===== src/hw/rtl/fsw_pkg.sv =====
// Shared types and constants for the fisheye sphere warp block.
// Used by every module under hw/rtl; it depends on nothing else.
package fsw_pkg;

    // Widths fixed by the field widths of the item and configuration ports
    localparam int COORD_W     = 9;     // pixel row / column
    localparam int DIM_W       = 10;    // effective image size
    localparam int HALF_W      = 9;     // centre coordinate
    localparam int OFS_W       = 10;    // signed offset from the centre
    localparam int SQ_W        = 18;    // square of one offset
    localparam int RC2_W       = 16;    // circle radius squared
    localparam int R2_W        = 16;    // radius squared of a pixel inside the circle
    localparam int RMAX2_W     = 19;    // sum of the squared centre coordinates
    localparam int GAIN_W      = 12;
    localparam int GAIN_FRAC   = 8;
    localparam int NUM_W       = GAIN_W + R2_W;
    localparam int DEN_W       = RMAX2_W + GAIN_FRAC;
    localparam int CHAN_W      = 8;
    localparam int RGB_W       = 3 * CHAN_W;
    localparam int CFG_IDX_W   = 2;
    localparam int CFG_DATA_W  = 12;
    localparam int QUEUE_DEPTH = 4;
    localparam int PTR_W       = $clog2(QUEUE_DEPTH);
    localparam int CNT_W       = $clog2(QUEUE_DEPTH + 1);

    // Register indexes of the configuration port
    localparam logic [CFG_IDX_W-1:0] CFG_IMAGE_COLS      = 2'd0;
    localparam logic [CFG_IDX_W-1:0] CFG_IMAGE_ROWS      = 2'd1;
    localparam logic [CFG_IDX_W-1:0] CFG_DISTORTION_GAIN = 2'd2;

    // Item modes
    localparam logic MODE_LOAD  = 1'b0;
    localparam logic MODE_QUERY = 1'b1;

    typedef struct packed {
        logic              mode;
        logic [COORD_W-1:0] pixel_row;
        logic [COORD_W-1:0] pixel_col;
        logic [CHAN_W-1:0] in_red;
        logic [CHAN_W-1:0] in_green;
        logic [CHAN_W-1:0] in_blue;
    } req_t;

    typedef struct packed {
        logic [CHAN_W-1:0] out_red;
        logic [CHAN_W-1:0] out_green;
        logic [CHAN_W-1:0] out_blue;
        logic              mapped;
    } rsp_t;

    // Geometry derived from the configuration registers
    typedef struct packed {
        logic [DIM_W-1:0]  cols;
        logic [DIM_W-1:0]  rows;
        logic [HALF_W-1:0] ri;
        logic [HALF_W-1:0] rj;
        logic [RC2_W-1:0]  rc2;
        logic [DEN_W-1:0]  den;
        logic [GAIN_W-1:0] gain;
    } geom_t;

    // Classified item passed from the front end to the back end
    typedef struct packed {
        logic               mode;
        logic               in_circle;
        logic [OFS_W-1:0]   x;
        logic [OFS_W-1:0]   y;
        logic [COORD_W-1:0] row;
        logic [COORD_W-1:0] col;
        logic [RGB_W-1:0]   rgb;
        logic [R2_W-1:0]    r2;
    } item_t;

endpackage


===== src/hw/rtl/fsw_queue.sv =====
// Short queue between the front and back ends of the fisheye sphere warp.
// Depends on fsw_pkg.
module fsw_queue (
    input  logic           clk,
    input  logic           rst_n,
    input  logic           push,
    input  fsw_pkg::item_t push_item,
    output logic           full,
    input  logic           pop,
    output fsw_pkg::item_t pop_item,
    output logic           empty
);
    import fsw_pkg::*;

    item_t             slot_reg [QUEUE_DEPTH];
    logic [PTR_W-1:0]  wr_ptr_reg;
    logic [PTR_W-1:0]  wr_ptr_next;
    logic [PTR_W-1:0]  rd_ptr_reg;
    logic [PTR_W-1:0]  rd_ptr_next;
    logic [CNT_W-1:0]  count_reg;
    logic [CNT_W-1:0]  count_next;

    assign full     = (count_reg == CNT_W'(QUEUE_DEPTH));
    assign empty    = (count_reg == '0);
    assign pop_item = slot_reg[rd_ptr_reg];

    always_comb
    begin
        wr_ptr_next = push ? wr_ptr_reg + 1'b1 : wr_ptr_reg;
        rd_ptr_next = pop ? rd_ptr_reg + 1'b1 : rd_ptr_reg;
        count_next  = count_reg;
        if (push && !pop)
        begin
            count_next = count_reg + 1'b1;
        end
        else if (pop && !push)
        begin
            count_next = count_reg - 1'b1;
        end
    end

    always_ff @(posedge clk or negedge rst_n)
    begin
        if (!rst_n)
        begin
            wr_ptr_reg <= '0;
            rd_ptr_reg <= '0;
            count_reg  <= '0;
        end
        else
        begin
            wr_ptr_reg <= wr_ptr_next;
            rd_ptr_reg <= rd_ptr_next;
            count_reg  <= count_next;
        end
    end

    always_ff @(posedge clk)
    begin
        if (push)
        begin
            slot_reg[wr_ptr_reg] <= push_item;
        end
    end

`ifndef NO_ASSERTIONS
    a_count_bound: assert property (@(posedge clk) disable iff (!rst_n)
        count_reg <= CNT_W'(QUEUE_DEPTH))
        else $error("queue count beyond its depth");

    a_no_push_full: assert property (@(posedge clk) disable iff (!rst_n)
        !(push && full))
        else $error("transfer into a full queue");

    a_count_rise: assert property (@(posedge clk) disable iff (!rst_n)
        push && !pop |=> count_reg == $past(count_reg) + 1'b1)
        else $error("queue count failed to follow a lone push");
`endif

endmodule


===== config.mk =====
export PLATFORM = sky130hd
export DESIGN_NAME = fsw_queue
export DESIGN_NICKNAME = d
export VERILOG_FILES = /design/src/hw/rtl/fsw_pkg.sv /design/src/hw/rtl/fsw_queue.sv
export SDC_FILE = /design/constraint.sdc
export NUM_CORES = 1
export LEC_CHECK = 0
export ABC_AREA = 1
export BUFFER_PORTS_ARGS = -buffer_cell sky130_fd_sc_hd__buf_4
export CAP_MARGIN = 30
export CELL_PAD_IN_SITES_DETAIL_PLACEMENT = 1
export CELL_PAD_IN_SITES_GLOBAL_PLACEMENT = 1
export CORE_MARGIN = 4
export CORE_UTILIZATION = 50
export DETAILED_ROUTE_END_ITERATION = 16
export GPL_ROUTABILITY_DRIVEN = 1
export GPL_TIMING_DRIVEN = 0
export PLACE_DENSITY_LB_ADDON = 0.1
export SLEW_MARGIN = 20
export SYNTH_ARGS = -nofsm -noshare
export SYNTH_HDL_FRONTEND = slang
export SYNTH_SLANG_ARGS = --single-unit

===== constraint.sdc =====
create_clock -name clk -period 6.55 [get_ports clk]
set_input_delay 0.655 -clock clk [delete_from_list [all_inputs] [get_ports clk]]
set_output_delay 0.655 -clock clk [all_outputs]
set_load 0.02 [all_outputs]

After elaboration in Yosys (flattened, before gate mapping)
Memories as Yosys holds them, arrays and structs flattened.
Cells that the tools add are included.
- register bits after elaboration: 7
- latch bits: 0
- RAM bits: 320
- bits in read-only memories: 0
- input bits: 84
- output and inout port bits: 82
- logic and storage cells: 19
- memories kept: 1
- memories (memory ; words ; bits a word ; read ports ; clocked after Yosys merged registers in ; write ports ; RTL line ; source):
    slot_reg ; 4 ; 80 ; 1 ; 0 ; 1 ; fsw_queue.sv:15 ; item_t slot_reg [QUEUE_DEPTH];
- add/sub/neg operators: 4
- multipliers: 0
- divide/modulo/power cells: 0
- $lt $le $gt $ge: 0
- equal/unequal tests: 1
- shift operators: 0
- multiplexer cells: 4
- bitwise operators: 0
- reduce and logical (&&, ||, !) cells: 6
- operators by type and width (operator ; number):
    two-way mux 3 bit ; 2
    adder 2 x 1 -> 2 bit, second input constant ; 2
    adder 3 x 1 -> 3 bit, second input constant ; 1
    == test 3 bit, second input constant ; 1
    logical NOT 3 bit ; 1
    subtractor 3 x 1 -> 3 bit, second input constant ; 1
    logical AND 1 bit ; 2
    logical NOT 1 bit ; 2
    two-way mux 1 bit ; 2
    nonzero test 2 bit ; 1

Logic depth before layout (Yosys ltp)
- depth in word-level cells: 4
- depth in mapped cells: 9
- gate-level depth less buffers: 9

Worst setup path before layout
Ideal clock, no wire load.
- kind: input port to flip-flop
- start point: input push
- end point: memory slot_reg[0][0] (netlist name) (enable)
- library setup time: 0.434 ns
- data arrival time: 2.503 ns
- slack: 3.613 ns
- stages: 3
- path buffers: 1
- cells stage by stage: clkbuf_1 -> nand2_1 -> inv_1
- cells in the longest elaborated chain, start to end: 2
- RTL lines (what ; RTL line ; source):
    start, declared ; fsw_queue.sv:6 ; input logic push,
    two-way mux 1 bit ; fsw_queue.sv:60 ; if (push)
    two-way mux 1 bit (implied by the code) ; fsw_queue.sv:62 ; slot_reg[wr_ptr_reg] <= push_item;
    end, declared ; fsw_queue.sv:15 ;
No other way between the ends.

==> qor.yml <==
grt_pass1_vias: 8951
layout_min_cycle_time_ps: 2860
slew_headroom: 0.719
hold_violations: 0
cp-start-kind: "flip-flop"
yosysSeqAreaShare: 0.711
insertion_delay_ps: 510
critPathCaptureType: "output port"
tns_ps: 0
detail_route.wl_per_cell_um: 21.3
swShare: 0.377
totalWireLength_um: 33100
numClockSinks: 327
cp.required_ps: 5890
finalWeightedCongestion: 0.714
p_switching_mw: 3.16
ir_worst_vdd_mv: 0.284
hp-class: "primary input to flip-flop"
cp.arrival_ps: 2210
boundaryPins: 166
clock_path_buffers: 3
antenna_found_initial: 1
grt_max_degree: 68
skew_ps: 12.8
numCtsBuffers: 36
total_power_mw: 8.38
yosys_warnings: 0
yosys-top-cells-area: "edfxtp_1, o211ai_2, nand2_1"
path_clk_slew_ps: 60
drtAntennaViolNets: 0
syn_inst: 981
drive_above_1_share: 0.318
layout_setup_ws_ps: 3690
p_leak_nw: 6.84
grt_setup_unrepaired: "no"
ys_seq_elements: 327
maxCapViolations: 0
fmax_mhz: 349
fill_cells: 2579
dp.cells: 1491
hpwlAfterDp_um: 20200
core-area_mm2: 0.0270
vias_per_cell: 5.27
grtUsageTotal: 0.216
grt_pass1_wl_um: 50700
crit_fanout: 10
seq_power_share: 0.341
firstDrtPassIters: 4
row_count: 60
start_util: 0.509
power.share.clock: 0.233
finalSetupViolCount: 0
dp_worst_setup_slack_ps: 4250
synthesis.area_mm2: 0.0138
post-route-period-util: 0.437
p_int_mw: 5.22
syn_area_per_cell_um2: 14.0
vias: 8192
worst_pin_slew_ps: 422
slew_viol_final: 0
die_h_um: 174
largest_register_ffs: 320
die_area_mm2: 0.0302
synth_nets: 1071
netlist.area_leader.share: 0.698
cts_tree: "built"
numPortBuffers: 165
ys_types: 20
hold-worst-slack_ps: 345
status: "finished, final reports clean"
htree_levels: 2
die-width_um: 174
overflow: 0
root_buffer: "clkbuf_16"
drc: 0
finalNetCount: 1279
powerDensity_mw_per_mm2: 502
drt_iter0_drc: 512
syn2layout_area_growth_pct: 21.3
synth_area_leader_cell: "edfxtp_1"
cts_resized: 0
p_comb_frac: 0.426
critPathKind: "flip-flop to output port"
final_cells: 1554
[power by group through the flow]
stage          combinational, mW  sequential (mW)  clock (mW)
2_1_floorplan               2.21             2.89           0
3_5_place_dp                3.60             2.90           0
4_1_cts                     3.64             2.86        1.98
5_1_grt                     3.85             2.88        2.08
3_3_place_gp                3.47             2.93           0
6_report                    3.57             2.86        1.95
[synth_stat cells]
| cell type | count |
|---|---|
| edfxtp_1 | 320 |
| nand2_1 | 253 |
| inv_1 | 171 |
| o211ai_2 | 110 |
| o211ai_1 | 50 |
| buf_6 | 29 |
| buf_2 | 18 |
| dfrtp_1 | 7 |
| ha_1 | 5 |
| buf_4 | 3 |
| buf_8 | 3 |
| xor2_1 | 3 |
| nor3_1 | 2 |
| clkbuf_1 | 1 |
| fa_1 | 1 |
| inv_2 | 1 |
| nand3_1 | 1 |
| nand4_1 | 1 |
| o21ai_1 | 1 |
| xnor2_1 | 1 |
[through the flow]
step / cell area [um2] / util
global route: 16700 / 0.618
global placement: 15400 / 0.571
detailed placement: 15600 / 0.576
finish: 16700 / 0.618
floorplan: 13800 / -
CTS: 16700 / 0.618
[cell families after synthesis]
kind of cell / after synthesis / synth area share
DFF: 327 / 0.711
and+or+nand+nor: 257 / 0.0705
buffers and inverters: 226 / 0.0824
AOI/OAI and AO/OA: 161 / 0.128
adders and majority gates: 6 / 0.00600
xor gates and xnor gates: 4 / 0.00255
[worst paths after layout]
check | from | end | slack [ps] | cells after the start
max in group asynchronous | rst_n | count_reg[2] | 5930 | 2
min reg2reg | count_reg[2] | count_reg[2] | 510 | 2
min in group asynchronous | rst_n | wr_ptr_reg[0] | 490 | 2
min | push_item[24] | slot_reg[1][24] | 340 | 1
max reg2reg | wr_ptr_reg[1] | slot_reg[1][49] | 4690 | 5
max | rd_ptr_reg[1] | pop_item[60] | 3690 | 6
[final cells by class]
type / instances / area (um2) / area share
diodes: 1 / 2.50 / 0.000150
multi-input cells: 428 / 2850 / 0.170
flip-flops and latches: 327 / 9780 / 0.586
clock inverters: 13 / 136 / 0.00817
inverters: 172 / 666 / 0.0399
well taps: 341 / 427 / 0.0256
repair buffers: 170 / 1360 / 0.0814
clock buffers: 48 / 987 / 0.0591
plain buffers: 54 / 488 / 0.0292
[placed cells by master, fill, tap and decap left out, drive strengths merged]
cell,netlist,layout
edfxtp,320,320
nand2,253,253
buf,53,222
inv,172,172
o211ai,160,160
clkbuf,1,49
clkinv,0,10
dfrtp,7,7
ha,5,5
xor2,3,3
bufinv,0,3
nor3,2,2
diode,0,1
xnor2,1,1
o21ai,1,1
nand3,1,1
nand4,1,1
fa,1,1
dlygate4sd3,0,1
[per-layer routing]
| layer | GRT usage | wire [um] | vias to the layer above |
|---|---|---|---|
| met5 | 0 | 0 | - |
| met4 | 0.0574 | 662 | 0 |
| met3 | 0.0398 | 1470 | 42 |
| met2 | 0.376 | 16800 | 163 |
| met1 | 0.282 | 14200 | 4151 |
| li1 | - | - | 3836 |
[repair_timing]
item	CTS	global route
endpoints found under the hold margin	7	0
buffers inserted	0	0
hold buffers	1	0
[critical path: stages, from the launching register on]
cell and delay [ps]:
dfrtp_1 350, buf_2 210, inv_2 280, buf_2 360
o211ai_1 180, nand2_1 160, buf_4 160
Power figures use the tool's default switching activity.
