## src/hw/rtl/fsw_pkg.sv

```systemverilog
// Shared types and constants for the fisheye sphere warp block.
// Used by every module under hw/rtl; it depends on nothing else.
package fsw_pkg;

    // Widths fixed by the field widths of the item and configuration ports
    localparam int COORD_W     = 9;     // pixel row / column
    localparam int DIM_W       = 10;    // effective image size
    localparam int HALF_W      = 9;     // centre coordinate
    localparam int OFS_W       = 10;    // signed offset from the centre
    localparam int SQ_W        = 18;    // square of one offset
    localparam int RC2_W       = 16;    // circle radius squared
    localparam int R2_W        = 16;    // radius squared of a pixel inside the circle
    localparam int RMAX2_W     = 19;    // sum of the squared centre coordinates
    localparam int GAIN_W      = 12;
    localparam int GAIN_FRAC   = 8;
    localparam int NUM_W       = GAIN_W + R2_W;
    localparam int DEN_W       = RMAX2_W + GAIN_FRAC;
    localparam int CHAN_W      = 8;
    localparam int RGB_W       = 3 * CHAN_W;
    localparam int CFG_IDX_W   = 2;
    localparam int CFG_DATA_W  = 12;
    localparam int QUEUE_DEPTH = 4;
    localparam int PTR_W       = $clog2(QUEUE_DEPTH);
    localparam int CNT_W       = $clog2(QUEUE_DEPTH + 1);

    // Register indexes of the configuration port
    localparam logic [CFG_IDX_W-1:0] CFG_IMAGE_COLS      = 2'd0;
    localparam logic [CFG_IDX_W-1:0] CFG_IMAGE_ROWS      = 2'd1;
    localparam logic [CFG_IDX_W-1:0] CFG_DISTORTION_GAIN = 2'd2;

    // Item modes
    localparam logic MODE_LOAD  = 1'b0;
    localparam logic MODE_QUERY = 1'b1;

    typedef struct packed {
        logic              mode;
        logic [COORD_W-1:0] pixel_row;
        logic [COORD_W-1:0] pixel_col;
        logic [CHAN_W-1:0] in_red;
        logic [CHAN_W-1:0] in_green;
        logic [CHAN_W-1:0] in_blue;
    } req_t;

    typedef struct packed {
        logic [CHAN_W-1:0] out_red;
        logic [CHAN_W-1:0] out_green;
        logic [CHAN_W-1:0] out_blue;
        logic              mapped;
    } rsp_t;

    // Geometry derived from the configuration registers
    typedef struct packed {
        logic [DIM_W-1:0]  cols;
        logic [DIM_W-1:0]  rows;
        logic [HALF_W-1:0] ri;
        logic [HALF_W-1:0] rj;
        logic [RC2_W-1:0]  rc2;
        logic [DEN_W-1:0]  den;
        logic [GAIN_W-1:0] gain;
    } geom_t;

    // Classified item passed from the front end to the back end
    typedef struct packed {
        logic               mode;
        logic               in_circle;
        logic [OFS_W-1:0]   x;
        logic [OFS_W-1:0]   y;
        logic [COORD_W-1:0] row;
        logic [COORD_W-1:0] col;
        logic [RGB_W-1:0]   rgb;
        logic [R2_W-1:0]    r2;
    } item_t;

endpackage

```

## src/hw/rtl/fsw_front.sv

```systemverilog
// Front end of the fisheye sphere warp: takes items, works out the offset from
// the centre and the squared radius, and classifies each query as inside or not.
// Depends on fsw_pkg.
module fsw_front (
    input  logic           clk,
    input  logic           rst_n,
    input  logic           req_valid,
    output logic           req_stall,
    input  fsw_pkg::req_t  req,
    input  fsw_pkg::geom_t geom,
    output logic           push,
    output fsw_pkg::item_t push_item,
    input  logic           full
);
    import fsw_pkg::*;

    logic                        enable;
    logic                        f1_valid_reg;
    item_t                       f1_item_reg;
    logic                        f1_in_img_reg;
    logic                        f2_valid_reg;
    item_t                       f2_item_reg;
    logic                        f2_in_img_reg;
    logic [SQ_W-1:0]             f2_x_sq_reg;
    logic [SQ_W-1:0]             f2_y_sq_reg;
    logic [OFS_W-1:0]            x_ofs;
    logic [OFS_W-1:0]            y_ofs;
    logic                        in_img;
    logic signed [2*OFS_W-1:0]   x_sq;
    logic signed [2*OFS_W-1:0]   y_sq;
    logic [RMAX2_W-1:0]          r2_full;

    // The whole front end holds while the queue has no room.
    assign enable    = !full;
    assign req_stall = full;

    always_comb
    begin
        x_ofs  = OFS_W'({1'b0, req.pixel_col}) - OFS_W'({1'b0, geom.rj});
        y_ofs  = OFS_W'({1'b0, req.pixel_row}) - OFS_W'({1'b0, geom.ri});
        in_img = ({1'b0, req.pixel_row} < geom.rows) && ({1'b0, req.pixel_col} < geom.cols);
    end

    always_ff @(posedge clk or negedge rst_n)
    begin
        if (!rst_n)
        begin
            f1_valid_reg <= 1'b0;
            f2_valid_reg <= 1'b0;
        end
        else if (enable)
        begin
            f1_valid_reg <= req_valid;
            f2_valid_reg <= f1_valid_reg;
        end
    end

    always_ff @(posedge clk)
    begin
        if (enable)
        begin
            f1_item_reg.mode      <= req.mode;
            f1_item_reg.in_circle <= 1'b0;
            f1_item_reg.x         <= x_ofs;
            f1_item_reg.y         <= y_ofs;
            f1_item_reg.row       <= req.pixel_row;
            f1_item_reg.col       <= req.pixel_col;
            f1_item_reg.rgb       <= {req.in_red, req.in_green, req.in_blue};
            f1_item_reg.r2        <= '0;
            f1_in_img_reg         <= in_img;

            f2_item_reg        <= f1_item_reg;
            f2_in_img_reg      <= f1_in_img_reg;
            f2_x_sq_reg        <= x_sq[SQ_W-1:0];
            f2_y_sq_reg        <= y_sq[SQ_W-1:0];
        end
    end

    always_comb
    begin
        x_sq = $signed(f1_item_reg.x) * $signed(f1_item_reg.x);
        y_sq = $signed(f1_item_reg.y) * $signed(f1_item_reg.y);
    end

    // Only a query strictly inside the circle and inside the image is warped.
    always_comb
    begin
        r2_full             = {1'b0, f2_x_sq_reg} + {1'b0, f2_y_sq_reg};
        push_item           = f2_item_reg;
        push_item.in_circle = (f2_item_reg.mode == MODE_QUERY) && f2_in_img_reg
                              && (RMAX2_W'(geom.rc2) > r2_full);
        push_item.r2        = r2_full[R2_W-1:0];
        push                = f2_valid_reg && enable;
    end

endmodule

```

## config.mk

```make
export PLATFORM = sky130hd
export DESIGN_NAME = fsw_front
export DESIGN_NICKNAME = d
export VERILOG_FILES = /design/src/hw/rtl/fsw_pkg.sv /design/src/hw/rtl/fsw_front.sv
export SDC_FILE = /design/constraint.sdc
export NUM_CORES = 1
export LEC_CHECK = 0
export ABC_AREA = 1
export BUFFER_PORTS_ARGS = -buffer_cell sky130_fd_sc_hd__buf_2
export CORE_ASPECT_RATIO = 1.5
export CORE_MARGIN = 2
export CORE_UTILIZATION = 45
export CTS_CLUSTER_DIAMETER = 200
export DETAILED_ROUTE_END_ITERATION = 7
export PLACE_DENSITY = 0.66
export SYNTH_ARGS = -nofsm -noshare
export SYNTH_HDL_FRONTEND = slang
export SYNTH_SLANG_ARGS = --single-unit
```

## constraint.sdc

```tcl
create_clock -name clk -period 5.7 [get_ports clk]
set_input_delay 0.57 -clock clk [delete_from_list [all_inputs] [get_ports clk]]
set_output_delay 0.57 -clock clk [all_outputs]
set_load 0.05 [all_outputs]
```

=== Yosys cells after proc, flatten, opt, wreduce, memory -nomap -nowiden ===
Index checks and enable logic that the tools add are counted.
W data, S select, Z words.

* Order comparisons: 3
* $add $sub $neg: 3
* Reduce and logical (&&, ||, !) cells: 5
* Multipliers: 2

{| class="wikitable"
|+ Operators by type and width
! operator !! number
|-
| $mul A10 B10 Y18 || 2
|-
| $lt A9 B10 Y1 || 2
|-
| $sub A9 B9 Y10 || 2
|-
| $add A18 B18 Y19 || 1
|-
| $gt A16 B19 Y1 || 1
|-
| $logic_and A1 B1 Y1 || 4
|-
| $logic_not A1 Y1 || 1
|}

* Input bits: 140
* Output and inout bits: 82
* Register bits: 166
* Logic and storage cells: 31

=== Depth between registers and ports, before layout ===
* Depth in word-level cells: 3
* Mapped depth: 22
* Depth with buffers taken out: 22

=== Worst setup path after synthesis ===
No wires, ideal clock.

* Path kind: register to register
* Start point: reg f1_item_reg[67] (netlist name)
* End point: reg f2_y_sq_reg[17], data pin
* Required time: 5.440 ns
* Period minus slack after synthesis: 5.038 ns
* Library setup time: 0.260 ns
* Setup slack: 0.662 ns
* Cell stages (with the launch flop): 22
* Arrival: 4.778 ns
* Buffers on the path: 1
* Cells stage by stage: edfxtp_1 clkbuf_1 nand2_1 inv_1 fa_1 inv_1 fa_1 inv_1 fa_1 fa_1 inv_1 fa_1 inv_1 ha_1 nand2_1 nor2_1 nand3_1 o2111ai_1 nand2_1 nand2_1 a21oi_1 xnor2_1

* Cells in the longest elaborated chain, start to end: 1

{| class="wikitable"
|+ RTL lines
! what !! RTL line !! RTL
|-
| start: declaration || fsw_front.sv:19 || <nowiki>item_t f1_item_reg;</nowiki>
|-
| $mul A10 B10 Y18 || fsw_front.sv:82 || <nowiki>y_sq = $signed(f1_item_reg.y) * $signed(f1_item_reg.y);</nowiki>
|-
| named net y_sq[17] || fsw_front.sv:30 || <nowiki>logic signed [2*OFS_W-1:0] y_sq;</nowiki>
|-
| end signal: assignment || fsw_front.sv:75 || <nowiki>f2_y_sq_reg <= y_sq[SQ_W-1:0];</nowiki>
|-
| end: declaration || fsw_front.sv:25 || <nowiki>logic [SQ_W-1:0] f2_y_sq_reg;</nowiki>
|}

The timed path passes the listed nets, and every way through them passes these cells.
A chain may end at the register's enable or synchronous reset.

=== Worst setup path after layout ===
Same ends and word-level chain as after synthesis.

==> metrics <==
share of cells above drive strength 1=15.4%; placed inst area=15200 sq um; clk buf depth=2; fin. max-slew vios=0; ys flop type=edfxtp_1; DP Worst Slack=0.450 ns; die height=218 um; final hold vios=0; drt wl/cell=13.2 um; total number of vias=9197; final net count=1981; Mapped Cells=1349; Syn. warnings=0; first-pass GRT wire length=42.9 mm; # port buffers=182; setup TNS=0 ns; Final setup viols=0; H-tree levels=4; syn_area_per_cell=10.2 sq um; largest fanout on the critical path=8; critical-path cell list=nand2_1 > inv_1 > fa_1 > inv_1 > fa_1 > inv_1 > fa_1 > fa_1 > inv_1 > fa_1 > inv_1 > ha_1 > nand2_1 > nor2_1 > nand3_1 > o2111ai_1 > nand2_1 > nand2_1 > a21oi_1 > xnor2_1; final instance area=15800 sq um; unrepaired setup endpoints after global routing=no; GPL Wtd Cong=0.855; Worst Tran Pin Value=0.976 ns; routed wire length=25.8 mm; post-detail-place hpwl=21.0 mm; Max Fclk=192 MHz; core area=30300 sq um; Synth async-reset ratio=1.23%; arrival time worst endpoint=5.40 ns; CP max stage cell=fa_1; vias in the first global route=9481; sequential area share after synthesis=35.2%; GRT Total Usage=16.9%; Critical Path Max Stage Delay=0.66 ns; Die Area=32100 sq um; status=finished clean; Worst EP required=5.89 ns; root buffer cell=clkbuf_16; DRC=0; type of element launching the critical path=flip-flop; via/cell ratio=4.71; antenna viol nets, final=0; Synth Register Bits=162; Num CTS Buffers=17; die width=147 um; HP Class=in -> reg; Worst-Skew Late Latency=0.45 ns; CTS Sinks=162; Max-cap violations=0; largest net degree at the start of global routing=110; clk slew on worst S/H paths=0.07 ns; Synth Cell Area=13800 sq um; clk_skew=0.00826 ns; critical path class=reg -> reg; worst setup margin=0.493 ns; CP endpoint kind=flip-flop; number of synthesized flops with an enable pin=160; grt total ovfl=0; flop2flop setup slack=0.49 ns; Slew headroom=34.9%; Iteration-0 DRC Markers=356; drt first pass iters=6; IO Pins=222; Distinct cells, synth=41; minimum clock period=5.21 ns; antenna violations before repair=1; Post-Syn Nets=1793; FP Rows=78; Synth-to-Final Area Change=14.3%; # resized after CTS=0; CTS tree=done; period utilization=91.4%; Initial Util=45.6%
[area by class of cell]
cell class              count  area, sq um
multi-input cells         777         7380
diodes                      1         2.50
repair buffers            193          996
fillers                  2752        14500
clock inverters            14          146
well taps                 400          500
flip-flops and latches    162         4850
inverters                 386         1450
clock buffers              18          429
[critical path: cells and delay by family (launching register included)]
family,cells,cell delay (ns)
AO/OA/AOI/OAI,2,0.21
XOR/XNOR,1,0.12
adder cells (fa/ha/maj),6,3.11
buffers and inverters,5,0.39
flip-flops,1,0.52
AND/OR/NAND/NOR,6,0.58
[layer usage]
| layer | routed length, um | global-route usage [%] |
|---|---|---|
| met1 | 10000 | 18.1 |
| met4 | 482 | 5.87 |
| met2 | 14500 | 33.2 |
| met3 | 869 | 2.82 |
| met5 | 0 | 0 |
[cells by family (layout without fill, tap and decap cells)]
family,Yosys count,after routing,share of synthesized area (%)
compound gates,119,119,4.94
xor+xnor,78,78,5.01
fa+ha+maj,304,304,35.6
buf+inv,410,611,11.3
flops,162,162,35.2
mux,1,1,0.0817
other cells,0,1,0
simple gates,275,275,7.89
[cell usage in the layout, fill, tap and decap left out, types with 10 or more instances in the layout]
| cell | n |
|---|---|
| nor2_1 | 46 |
| nand2_1 | 197 |
| clkbuf_16 | 17 |
| o21ai_0 | 13 |
| inv_1 | 381 |
| a21oi_1 | 62 |
| edfxtp_1 | 160 |
| ha_1 | 157 |
| nand3_1 | 18 |
| fa_1 | 147 |
| xnor2_1 | 30 |
| o21ai_1 | 14 |
| buf_2 | 182 |
| xor2_1 | 47 |
| buf_4 | 10 |
[synth_stat cells (5+ instances only)]
library cell | count | area share, %
nand2_1 | 197 | 5.4
fa_1 | 147 | 21
xnor2_1 | 30 | 1.9
o21ai_0 | 13 | 0.47
edfxtp_1 | 160 | 35
nor3_1 | 5 | 0.18
clkbuf_1 | 17 | 0.46
o21ai_1 | 14 | 0.51
nor2_1 | 46 | 1.3
xor2_1 | 47 | 3.0
inv_1 | 382 | 10
ha_1 | 157 | 14
nand3_1 | 18 | 0.65
a21oi_1 | 62 | 2.3
a31oi_1 | 5 | 0.23
[stage by stage]
stage,utilization [%],instances,hold WS [ns]
2_1_floorplan,-,1349,0.274
3_3_place_gp,50.1,1917,0.356
3_5_place_dp,50.1,1917,0.359
4_1_cts,52.1,1950,0.260
5_1_grt,52.1,1951,0.261
6_report,52.1,1951,0.282
[final timing paths]
path	start	to	cells past startpoint
worst max-delay path	f1_item_reg[67]$_DFFE_PN_	f2_y_sq_reg[17]$_DFFE_PN_	20
worst min-delay path	req[17]	f1_item_reg[33]$_DFFE_PN_	1
worst max register to register	f1_item_reg[67]$_DFFE_PN_	f2_y_sq_reg[17]$_DFFE_PN_	20
worst min register to register	f1_item_reg[25]$_DFFE_PN_	push_item[25]$_DFFE_PN_	0
max in group asynchronous	rst_n	f2_valid_reg$_DFFE_PN0N_	2
min in group asynchronous	rst_n	f1_valid_reg$_DFFE_PN0N_	2
[timing repair]
action | in CTS | in global routing
buffers inserted | 0 | 0
hold buffers | 1 | 0
hold endpoints to repair | 2 | 0
Power is not shown: default switching activity piles up to over one toggle a cycle in this logic, so the estimate is an artifact.
